[src/rtl/core/acmc_pkg.sv]
// Package for the alarm clock mode controller: mode and event codes,
// state and result structs, wrap limits. No dependencies.
package acmc_pkg;

  typedef enum logic [2:0] {
    MODE_DISPLAY   = 3'd0,
    MODE_SET_TIME  = 3'd1,
    MODE_WATCH     = 3'd2,
    MODE_SET_ALARM = 3'd3,
    MODE_BRIGHT    = 3'd4
  } mode_e;

  typedef enum logic [2:0] {
    OP_SW1_SHORT   = 3'd0,
    OP_SW1_HELD    = 3'd1,
    OP_UP          = 3'd2,
    OP_DOWN        = 3'd3,
    OP_LIGHT_TICK  = 3'd4,
    OP_WATCH_TICK  = 3'd5,
    OP_ALARM_CHECK = 3'd6
  } op_e;

  localparam logic [1:0] FIELD_NONE    = 2'd0;
  localparam logic [1:0] FIELD_HOURS   = 2'd1;
  localparam logic [1:0] FIELD_MINUTES = 2'd2;
  localparam logic [1:0] FIELD_SECONDS = 2'd3;

  localparam logic [4:0] HOURS_MAX       = 5'd23;
  localparam logic [5:0] MINSEC_MAX      = 6'd59;
  localparam logic [6:0] WATCH_HOURS_MAX = 7'd99;
  localparam logic [7:0] IDLE_MAX        = 8'd255;

  localparam logic [7:0] LIGHT_TIMEOUT_RST = 8'd60;

  localparam logic signed [1:0] BSTEP_NONE = 2'sd0;
  localparam logic signed [1:0] BSTEP_UP   = 2'sd1;
  localparam logic signed [1:0] BSTEP_DOWN = -2'sd1;

  typedef struct packed {
    mode_e      mode;
    logic [1:0] field;
    logic [4:0] set_hours;
    logic [5:0] set_minutes;
    logic [5:0] set_seconds;
    logic [6:0] watch_hours;
    logic [5:0] watch_minutes;
    logic [5:0] watch_seconds;
    logic       watch_running;
    logic [4:0] alarm_hours;
    logic [5:0] alarm_minutes;
    logic [5:0] alarm_seconds;
    logic       alarm_armed;
    logic [7:0] idle_seconds;
    logic       light_on;
  } state_t;

  typedef struct packed {
    mode_e             mode;
    logic [1:0]        field_select;
    logic [6:0]        shown_hours;
    logic [5:0]        shown_minutes;
    logic [5:0]        shown_seconds;
    logic              alarm_enabled;
    logic              backlight_on;
    logic              alarm_fire;
    logic              load_clock;
    logic signed [1:0] brightness_step;
  } result_t;

endpackage

[src/rtl/core/alarm_clock_mode_controller.sv]
// Top level of the alarm clock mode controller: stream ports, input and
// result registers, controller state. Depends on acmc_pkg, acmc_event_logic.
// Usage:
//   Events enter on the slave stream: s_axis_tuser carries the event code
//   (button 1 short/held, up, down, backlight tick, stopwatch tick, alarm
//   check), s_axis_tdata the clock hour and minute used by the alarm check.
//   Every event yields exactly one status word on the master stream: mode,
//   edited field, the shown hour/minute/second triple, alarm and backlight
//   flags and the alarm, clock-load and brightness strobes.
//   The backlight timeout is written through cfg_we_i/cfg_wdata_i, by the user only
//   while the block is idle (not enforced by the block); it resets to 60 seconds.
// Timing:
//   Input register, combinational event logic, result register: an event is captured
//   in the input register, then its status word in the result register, which raises
//   tvalid. Throughput is one event per cycle while the receiver does not stall.
// Reset and stalls:
//   Reset puts the controller in display mode with all times cleared,
//   alarm disarmed and backlight off, and empties both stages.
//   If the receiver stalls, the result holds and the input register still
//   takes one more event; after that s_axis_tready drops until it drains.
module alarm_clock_mode_controller import acmc_pkg::*; (
  input  logic        clk_i,
  input  logic        rst_ni,
  // event stream
  input  logic        s_axis_tvalid,
  output logic        s_axis_tready,
  input  logic [2:0]  s_axis_tuser,   // [2:0] opcode
  input  logic [15:0] s_axis_tdata,   // [4:0] clock_hours, [10:5] clock_minutes, rest 0
  // status stream
  output logic        m_axis_tvalid,
  input  logic        m_axis_tready,
  output logic [31:0] m_axis_tdata,   // [2:0] mode, [4:3] field_select, [11:5] shown_hours,
                                      // [17:12] shown_minutes, [23:18] shown_seconds,
                                      // [24] alarm_enabled, [25] backlight_on,
                                      // [26] alarm_fire, [27] load_clock,
                                      // [29:28] brightness_step, rest 0
  // backlight timeout register
  input  logic        cfg_we_i,
  input  logic [7:0]  cfg_wdata_i
);

  logic       in_valid_q;
  logic [2:0] in_op_q;
  logic [4:0] in_hours_q;
  logic [5:0] in_minutes_q;

  logic       out_valid_q;
  result_t    out_res_q;

  logic [7:0] light_timeout_q;
  state_t     state_q, state_d;
  result_t    result_d;

  logic       advance;

  // stage 2 takes the captured event when the result register is free or draining
  assign advance       = in_valid_q && (!out_valid_q || m_axis_tready);
  assign s_axis_tready = !in_valid_q || advance;

  always_ff @(posedge clk_i or negedge rst_ni) begin
    if (!rst_ni) begin
      light_timeout_q <= LIGHT_TIMEOUT_RST;
    end else if (cfg_we_i) begin
      light_timeout_q <= cfg_wdata_i;
    end
  end

  // input register
  always_ff @(posedge clk_i or negedge rst_ni) begin
    if (!rst_ni) begin
      in_valid_q <= 1'b0;
    end else if (s_axis_tready) begin
      in_valid_q <= s_axis_tvalid;
    end
  end

  always_ff @(posedge clk_i) begin
    if (s_axis_tready && s_axis_tvalid) begin
      in_op_q      <= s_axis_tuser;
      in_hours_q   <= s_axis_tdata[4:0];
      in_minutes_q <= s_axis_tdata[10:5];
    end
  end

  acmc_event_logic u_event_logic (
    .state_i         (state_q),
    .opcode_i        (in_op_q),
    .clock_hours_i   (in_hours_q),
    .clock_minutes_i (in_minutes_q),
    .light_timeout_i (light_timeout_q),
    .state_o         (state_d),
    .result_o        (result_d)
  );

  // controller state commits once per event, in order; all-zero is display mode
  always_ff @(posedge clk_i or negedge rst_ni) begin
    if (!rst_ni) begin
      state_q <= '0;
    end else if (advance) begin
      state_q <= state_d;
    end
  end

  // result register
  always_ff @(posedge clk_i or negedge rst_ni) begin
    if (!rst_ni) begin
      out_valid_q <= 1'b0;
    end else if (advance) begin
      out_valid_q <= 1'b1;
    end else if (m_axis_tready) begin
      out_valid_q <= 1'b0;
    end
  end

  always_ff @(posedge clk_i) begin
    if (advance) begin
      out_res_q <= result_d;
    end
  end

  assign m_axis_tvalid = out_valid_q;
  assign m_axis_tdata  = {2'b00,
                          out_res_q.brightness_step,
                          out_res_q.load_clock,
                          out_res_q.alarm_fire,
                          out_res_q.backlight_on,
                          out_res_q.alarm_enabled,
                          out_res_q.shown_seconds,
                          out_res_q.shown_minutes,
                          out_res_q.shown_hours,
                          out_res_q.field_select,
                          out_res_q.mode};

endmodule

[src/rtl/core/acmc_event_logic.sv]
// Per-event next-state and result logic of the alarm clock mode controller.
// Purely combinational; depends on acmc_pkg.
module acmc_event_logic import acmc_pkg::*; (
  input  state_t     state_i,
  input  logic [2:0] opcode_i,
  input  logic [4:0] clock_hours_i,
  input  logic [5:0] clock_minutes_i,
  input  logic [7:0] light_timeout_i,
  output state_t     state_o,
  output result_t    result_o
);

  function automatic logic [5:0] wrap_step(input logic [5:0] v, input logic [5:0] max,
                                           input logic up);
    logic [5:0] r;
    if (up) begin
      r = (v >= max) ? 6'd0 : v + 6'd1;
    end else begin
      r = (v == 6'd0 || v > max) ? max : v - 6'd1;
    end
    return r;
  endfunction

  state_t     st;
  logic       fire, load;
  logic [1:0] bstep;
  logic       up;
  logic [7:0] idle_inc;
  logic [6:0] sec_inc, min_inc;
  logic [7:0] hr_inc;

  assign up = (op_e'(opcode_i) == OP_UP);

  always_comb begin
    st       = state_i;
    fire     = 1'b0;
    load     = 1'b0;
    bstep    = BSTEP_NONE;
    idle_inc = 8'd0;
    sec_inc  = 7'd0;
    min_inc  = 7'd0;
    hr_inc   = 8'd0;

    // any button wakes the backlight
    if (opcode_i <= OP_DOWN) begin
      st.light_on     = 1'b1;
      st.idle_seconds = 8'd0;
    end

    unique case (op_e'(opcode_i))
      OP_SW1_SHORT, OP_SW1_HELD: begin
        unique case (state_i.mode)
          MODE_DISPLAY: begin
            if (op_e'(opcode_i) == OP_SW1_HELD) begin
              st.mode  = MODE_SET_TIME;
              st.field = FIELD_HOURS;
            end else begin
              st.mode  = MODE_WATCH;
              st.field = FIELD_NONE;
            end
          end
          MODE_WATCH: begin
            st.mode  = MODE_SET_ALARM;
            st.field = FIELD_HOURS;
          end
          MODE_SET_TIME: begin
            if (state_i.field == FIELD_HOURS || state_i.field == FIELD_MINUTES) begin
              st.field = state_i.field + 2'd1;
            end else if (state_i.field == FIELD_SECONDS) begin
              st.field = FIELD_NONE;
              st.mode  = MODE_DISPLAY;
              load     = 1'b1;
            end
          end
          MODE_SET_ALARM: begin
            if (state_i.field == FIELD_HOURS || state_i.field == FIELD_MINUTES) begin
              st.field = state_i.field + 2'd1;
            end else if (state_i.field == FIELD_SECONDS) begin
              st.field       = FIELD_NONE;
              st.mode        = MODE_BRIGHT;
              st.alarm_armed = 1'b1;
            end
          end
          default: begin
            st.mode  = MODE_DISPLAY;
            st.field = FIELD_NONE;
          end
        endcase
      end
      OP_UP, OP_DOWN: begin
        unique case (state_i.mode)
          MODE_SET_TIME: begin
            unique case (state_i.field)
              FIELD_HOURS:
                st.set_hours = 5'(wrap_step({1'b0, state_i.set_hours},
                                            {1'b0, HOURS_MAX}, up));
              FIELD_MINUTES: st.set_minutes = wrap_step(state_i.set_minutes, MINSEC_MAX, up);
              FIELD_SECONDS: st.set_seconds = wrap_step(state_i.set_seconds, MINSEC_MAX, up);
              default: ;
            endcase
          end
          MODE_SET_ALARM: begin
            unique case (state_i.field)
              FIELD_HOURS:
                st.alarm_hours = 5'(wrap_step({1'b0, state_i.alarm_hours},
                                              {1'b0, HOURS_MAX}, up));
              FIELD_MINUTES:
                st.alarm_minutes = wrap_step(state_i.alarm_minutes, MINSEC_MAX, up);
              FIELD_SECONDS:
                st.alarm_seconds = wrap_step(state_i.alarm_seconds, MINSEC_MAX, up);
              default: ;
            endcase
          end
          MODE_WATCH: begin
            if (up) begin
              st.watch_running = ~state_i.watch_running;
            end else begin
              st.watch_hours   = 7'd0;
              st.watch_minutes = 6'd0;
              st.watch_seconds = 6'd0;
              st.watch_running = 1'b0;
            end
          end
          MODE_DISPLAY: begin
            if (up) st.alarm_armed = ~state_i.alarm_armed;
          end
          MODE_BRIGHT: bstep = up ? BSTEP_UP : BSTEP_DOWN;
          default: ;
        endcase
      end
      OP_LIGHT_TICK: begin
        idle_inc = (state_i.idle_seconds < IDLE_MAX) ? state_i.idle_seconds + 8'd1
                                                     : state_i.idle_seconds;
        st.idle_seconds = idle_inc;
        if (idle_inc > light_timeout_i) st.light_on = 1'b0;
      end
      OP_WATCH_TICK: begin
        if (state_i.watch_running) begin
          // seconds and minutes carry past 59, hours wrap past 99
          sec_inc = {1'b0, state_i.watch_seconds} + 7'd1;
          min_inc = {1'b0, state_i.watch_minutes};
          hr_inc  = {1'b0, state_i.watch_hours};
          if (sec_inc > {1'b0, MINSEC_MAX}) begin
            sec_inc = 7'd0;
            min_inc = min_inc + 7'd1;
          end
          if (min_inc > {1'b0, MINSEC_MAX}) begin
            min_inc = 7'd0;
            hr_inc  = hr_inc + 8'd1;
          end
          if (hr_inc > {1'b0, WATCH_HOURS_MAX}) hr_inc = 8'd0;
          st.watch_seconds = sec_inc[5:0];
          st.watch_minutes = min_inc[5:0];
          st.watch_hours   = hr_inc[6:0];
        end
      end
      OP_ALARM_CHECK: begin
        fire = state_i.alarm_armed && (clock_hours_i == state_i.alarm_hours)
               && (clock_minutes_i == state_i.alarm_minutes);
      end
      default: ;
    endcase
  end

  assign state_o = st;

  always_comb begin
    result_o                 = '0;
    result_o.mode            = st.mode;
    result_o.field_select    = st.field;
    result_o.alarm_enabled   = st.alarm_armed;
    result_o.backlight_on    = st.light_on;
    result_o.alarm_fire      = fire;
    result_o.load_clock      = load;
    result_o.brightness_step = bstep;
    unique case (st.mode)
      MODE_DISPLAY, MODE_SET_TIME: begin
        result_o.shown_hours   = {2'b00, st.set_hours};
        result_o.shown_minutes = st.set_minutes;
        result_o.shown_seconds = st.set_seconds;
      end
      MODE_WATCH: begin
        result_o.shown_hours   = st.watch_hours;
        result_o.shown_minutes = st.watch_minutes;
        result_o.shown_seconds = st.watch_seconds;
      end
      MODE_SET_ALARM: begin
        result_o.shown_hours   = {2'b00, st.alarm_hours};
        result_o.shown_minutes = st.alarm_minutes;
        result_o.shown_seconds = st.alarm_seconds;
      end
      default: ;
    endcase
  end

endmodule

[config.mk]
export PLATFORM = sky130hd
export DESIGN_NAME = alarm_clock_mode_controller
export DESIGN_NICKNAME = d
export VERILOG_FILES = /design/src/rtl/core/acmc_pkg.sv /design/src/rtl/core/alarm_clock_mode_controller.sv /design/src/rtl/core/acmc_event_logic.sv
export SDC_FILE = /design/constraint.sdc
export NUM_CORES = 1
export LEC_CHECK = 0
export ABC_AREA = 1
export BUFFER_PORTS_ARGS = -buffer_cell sky130_fd_sc_hd__buf_4
export CAP_MARGIN = 30
export CELL_PAD_IN_SITES_DETAIL_PLACEMENT = 1
export CELL_PAD_IN_SITES_GLOBAL_PLACEMENT = 2
export CORE_MARGIN = 2
export CORE_UTILIZATION = 40
export CTS_BUF_LIST = sky130_fd_sc_hd__clkbuf_2
export CTS_CLUSTER_DIAMETER = 200
export DETAILED_ROUTE_END_ITERATION = 7
export PLACE_DENSITY_LB_ADDON = 0.12
export SLEW_MARGIN = 5
export SYNTH_ARGS = -nofsm -noshare
export SYNTH_HDL_FRONTEND = slang
export SYNTH_SLANG_ARGS = --single-unit
[constraint.sdc]
create_clock -name clk_i -period 4.29 [get_ports clk_i]
set_clock_uncertainty 0.1 [all_clocks]
set_input_delay 0.2145 -clock clk_i [delete_from_list [all_inputs] [get_ports clk_i]]
set_output_delay 0.2145 -clock clk_i [all_outputs]
set_load 0.02 [all_outputs]
==> flow_metrics.tcl <==
set metrics [dict create \
    antenna_found_initial 1 \
    ios 66 \
    start_util_pct 40.8 \
    netlist_instances 1088 \
    portBuffers 58 \
    synth_cell_types 52 \
    synth_top_area_share_pct 22.8 \
    synth_edf_count 44 \
    place.gp.congestion 0.885 \
    max_freq_ghz 0.282 \
    outcome "complete, no violations" \
    hold_class "in -> reg" \
    die_w_um 148 \
    synth_seq_cells 123 \
    grt_pass1_vias 7768 \
    fin_util_pct 48.0 \
    relSlewSlack_pct 36.2 \
    crit-reg2reg-launch "state_q[28]$_DFFE_PN0P_" \
    cts_buffers 17 \
    clk_pin_slew_ns 0.23 \
    required_ns 4.69 \
    ys_top_cells_by_area "dfrtp_1, edfxtp_1, nand2_1, o21ai_0, inv_1" \
    setup_violations 0 \
    p_leak_nw 4.27 \
    core-area_sq_um 20200 \
    fin_crit_ns 3.55 \
    cts.sinks 123 \
    grt_pass1_wl_um 40200 \
    worstReg2RegEnd "m_axis_tdata[6]$_DFFE_PP_" \
    post-synth-top-count-cell "nand2_1" \
    reg2regPathDepth 22 \
    yosysSeqAreaShare_pct 40.1 \
    p_per_area_nw_per_um2 580 \
    synth_warnings 0 \
    die_area_sq_um 21800 \
    min_delay_path_depth 2 \
    die_h_um 148 \
    via_per_inst 5.20 \
    crit_end "m_axis_tdata[6]$_DFFE_PP_" \
    maxCapViolCount 0 \
    syn_avg_cell_area_sq_um 7.58 \
    synth_area_leader_cell "dfrtp_1" \
    crit_start "state_q[28]$_DFFE_PN0P_" \
    synth.cell_area_sq_um 8250 \
    dpl.hpwl_um 17600 \
    cts_buffer_depth 2 \
    drive_gt1_share_pct 13.1 \
    grt.total_usage_pct 23.1 \
    areaGrowthSynthToFinish_pct 17.8 \
    crit_type "reg -> reg" \
    ff2ff_setup_slack_ns 0.74 \
    crit_arrival_ns 3.95 \
    synthArstFlopShare_pct 64.2 \
    cts_resized 0 \
    grt_max_degree 56 \
    synthFlopType "dfrtp_1" \
    grt-ovfl-total 0 \
    place_area_sq_um 9010 \
    ant_nets 0 \
    num_vias 7682 \
    crit_path_start_kind "flop" \
    slew_violations 0 \
    dr.pass1.iters 4 \
    tightest_slew_ns 0.950 \
    setup_tns_ns 0 \
    cp-end-kind "flop" \
    postCtsSetupBuffers 0 \
    cts-htree-levels 4 \
    stdcell_area_sq_um 9710 \
    period_share_pct 82.8 \
    path_max_fanout 11 \
    nets 1258 \
    cts_tree "yes" \
    ir_drop_v 0.000247 \
    rows 52 \
    synth_commonest_cells "nand2_1, o21ai_0, inv_1" \
    grt_setup_unrepaired "no" \
    wl_per_cell_um 16.4 \
    clock_latency_ns 0.73 \
    drc 0 \
    dr.first_iter.drc_count 247 \
    hold_violations 0 \
    drt-total-wl_um 24200 \
    cts_root_buffer "clkbuf_2" \
]
==> stage by stage <==
stage / hold slack, ns / worst slack, ns / cells / power [W]
2_1_floorplan: -0.181 / 1.34 / 1089 / 0.00394
3_3_place_gp: 0.257 / 0.803 / 1399 / 0.00477
3_5_place_dp: 0.263 / 0.755 / 1399 / 0.00484
4_1_cts: 0.00510 / 0.732 / 1475 / 0.00567
5_1_grt: 0.00630 / 0.394 / 1477 / 0.00616
6_report: 0.0802 / 0.740 / 1477 / 0.00563
==> worst max-delay path, stage by stage (launching register included) <==
cell	delay (ns)
dfrtp_1	0.54
inv_2	0.12
ha_1	0.32
nor2_1	0.10
nor2_1	0.06
nor2_1	0.13
nand3_2	0.09
nand2_4	0.09
nand2_2	0.17
inv_1	0.19
nand2_1	0.07
nand2_1	0.12
inv_2	0.05
nand2_2	0.08
nor2_4	0.05
a21oi_2	0.25
nand4_1	0.31
nand3_1	0.18
nand2_1	0.06
nand2_1	0.06
nand2_1	0.07
nand2_1	0.06
nand2_1	0.05
==> repair_timing <==
item                       CTS  global route
hold endpoints to repair    81             1
hold buffers                44             1
setup endpoints to repair    0             0
==> cells in the final DEF (no fill, tap or decap), types with 28 or more instances in the layout <==
| master | n |
|---|---|
| xor2_1 | 28 |
| nand3_1 | 53 |
| edfxtp_1 | 44 |
| ha_1 | 33 |
| dlygate4sd3_1 | 45 |
| a21oi_1 | 43 |
| o21ai_0 | 147 |
| nand2_1 | 252 |
| buf_4 | 78 |
| nor3_1 | 31 |
| nor2_1 | 66 |
| dfrtp_1 | 75 |
| inv_1 | 126 |
==> worst min path at each step <==
stage / start / to
floorplan: rst_ni / in_valid_q$_DFFE_PN0N_
global placement: rst_ni / state_q[26]$_DFFE_PN0P_
detailed placement: rst_ni / state_q[26]$_DFFE_PN0P_
CTS: s_axis_tdata[8] / in_minutes_q[3]$_DFFE_PP_
global route: s_axis_tdata[8] / in_minutes_q[3]$_DFFE_PP_
finish: s_axis_tdata[6] / in_minutes_q[1]$_DFFE_PP_
==> cell families after synthesis <==
| kind of cell | synth area share, % |
|---|---|
| mux | 0.137 |
| xor+xnor | 4.14 |
| simple gates | 24.0 |
| flops | 40.1 |
| other cells | 0.0455 |
| fa+ha+maj | 5.01 |
| buf+inv | 8.42 |
| compound gates | 18.2 |
==> where the power goes <==
group	internal [W]	switching, W
combinational	0.00100	0.00189
sequential	0.00159	0.000366
clock	0.000278	0.000504
total	0.00287	0.00276
==> metal layers <==
layer  GRT usage [%]  vias up  part of all wire [%]
met1            31.4     3693                    48
met4            4.71        0                   1.4
li1                -     3878                     -
met3            3.24       27                   1.9
met5               0        -                     0
met2            39.6       84                    49
==> cell type report <==
type                    instances  area, sq um
diodes                          1         2.50
clock buffers                  17         85.1
clock inverters                15          164
fillers                      2551        10500
inverters                     140          528
multi-input cells             788         4260
flip-flops and latches        123         3300
well taps                     270          338
repair buffers                123         1040
==> flip-flops by register name, summed over array words and instances, names as in the netlist <==
signal and count:
state_q 69, m_axis_tdata 30, light_timeout_q 8, in_minutes_q 6, in_hours_q 5, in_op_q 3, in_valid_q 1, m_axis_tvalid 1
Power figures use the tool's default switching activity.
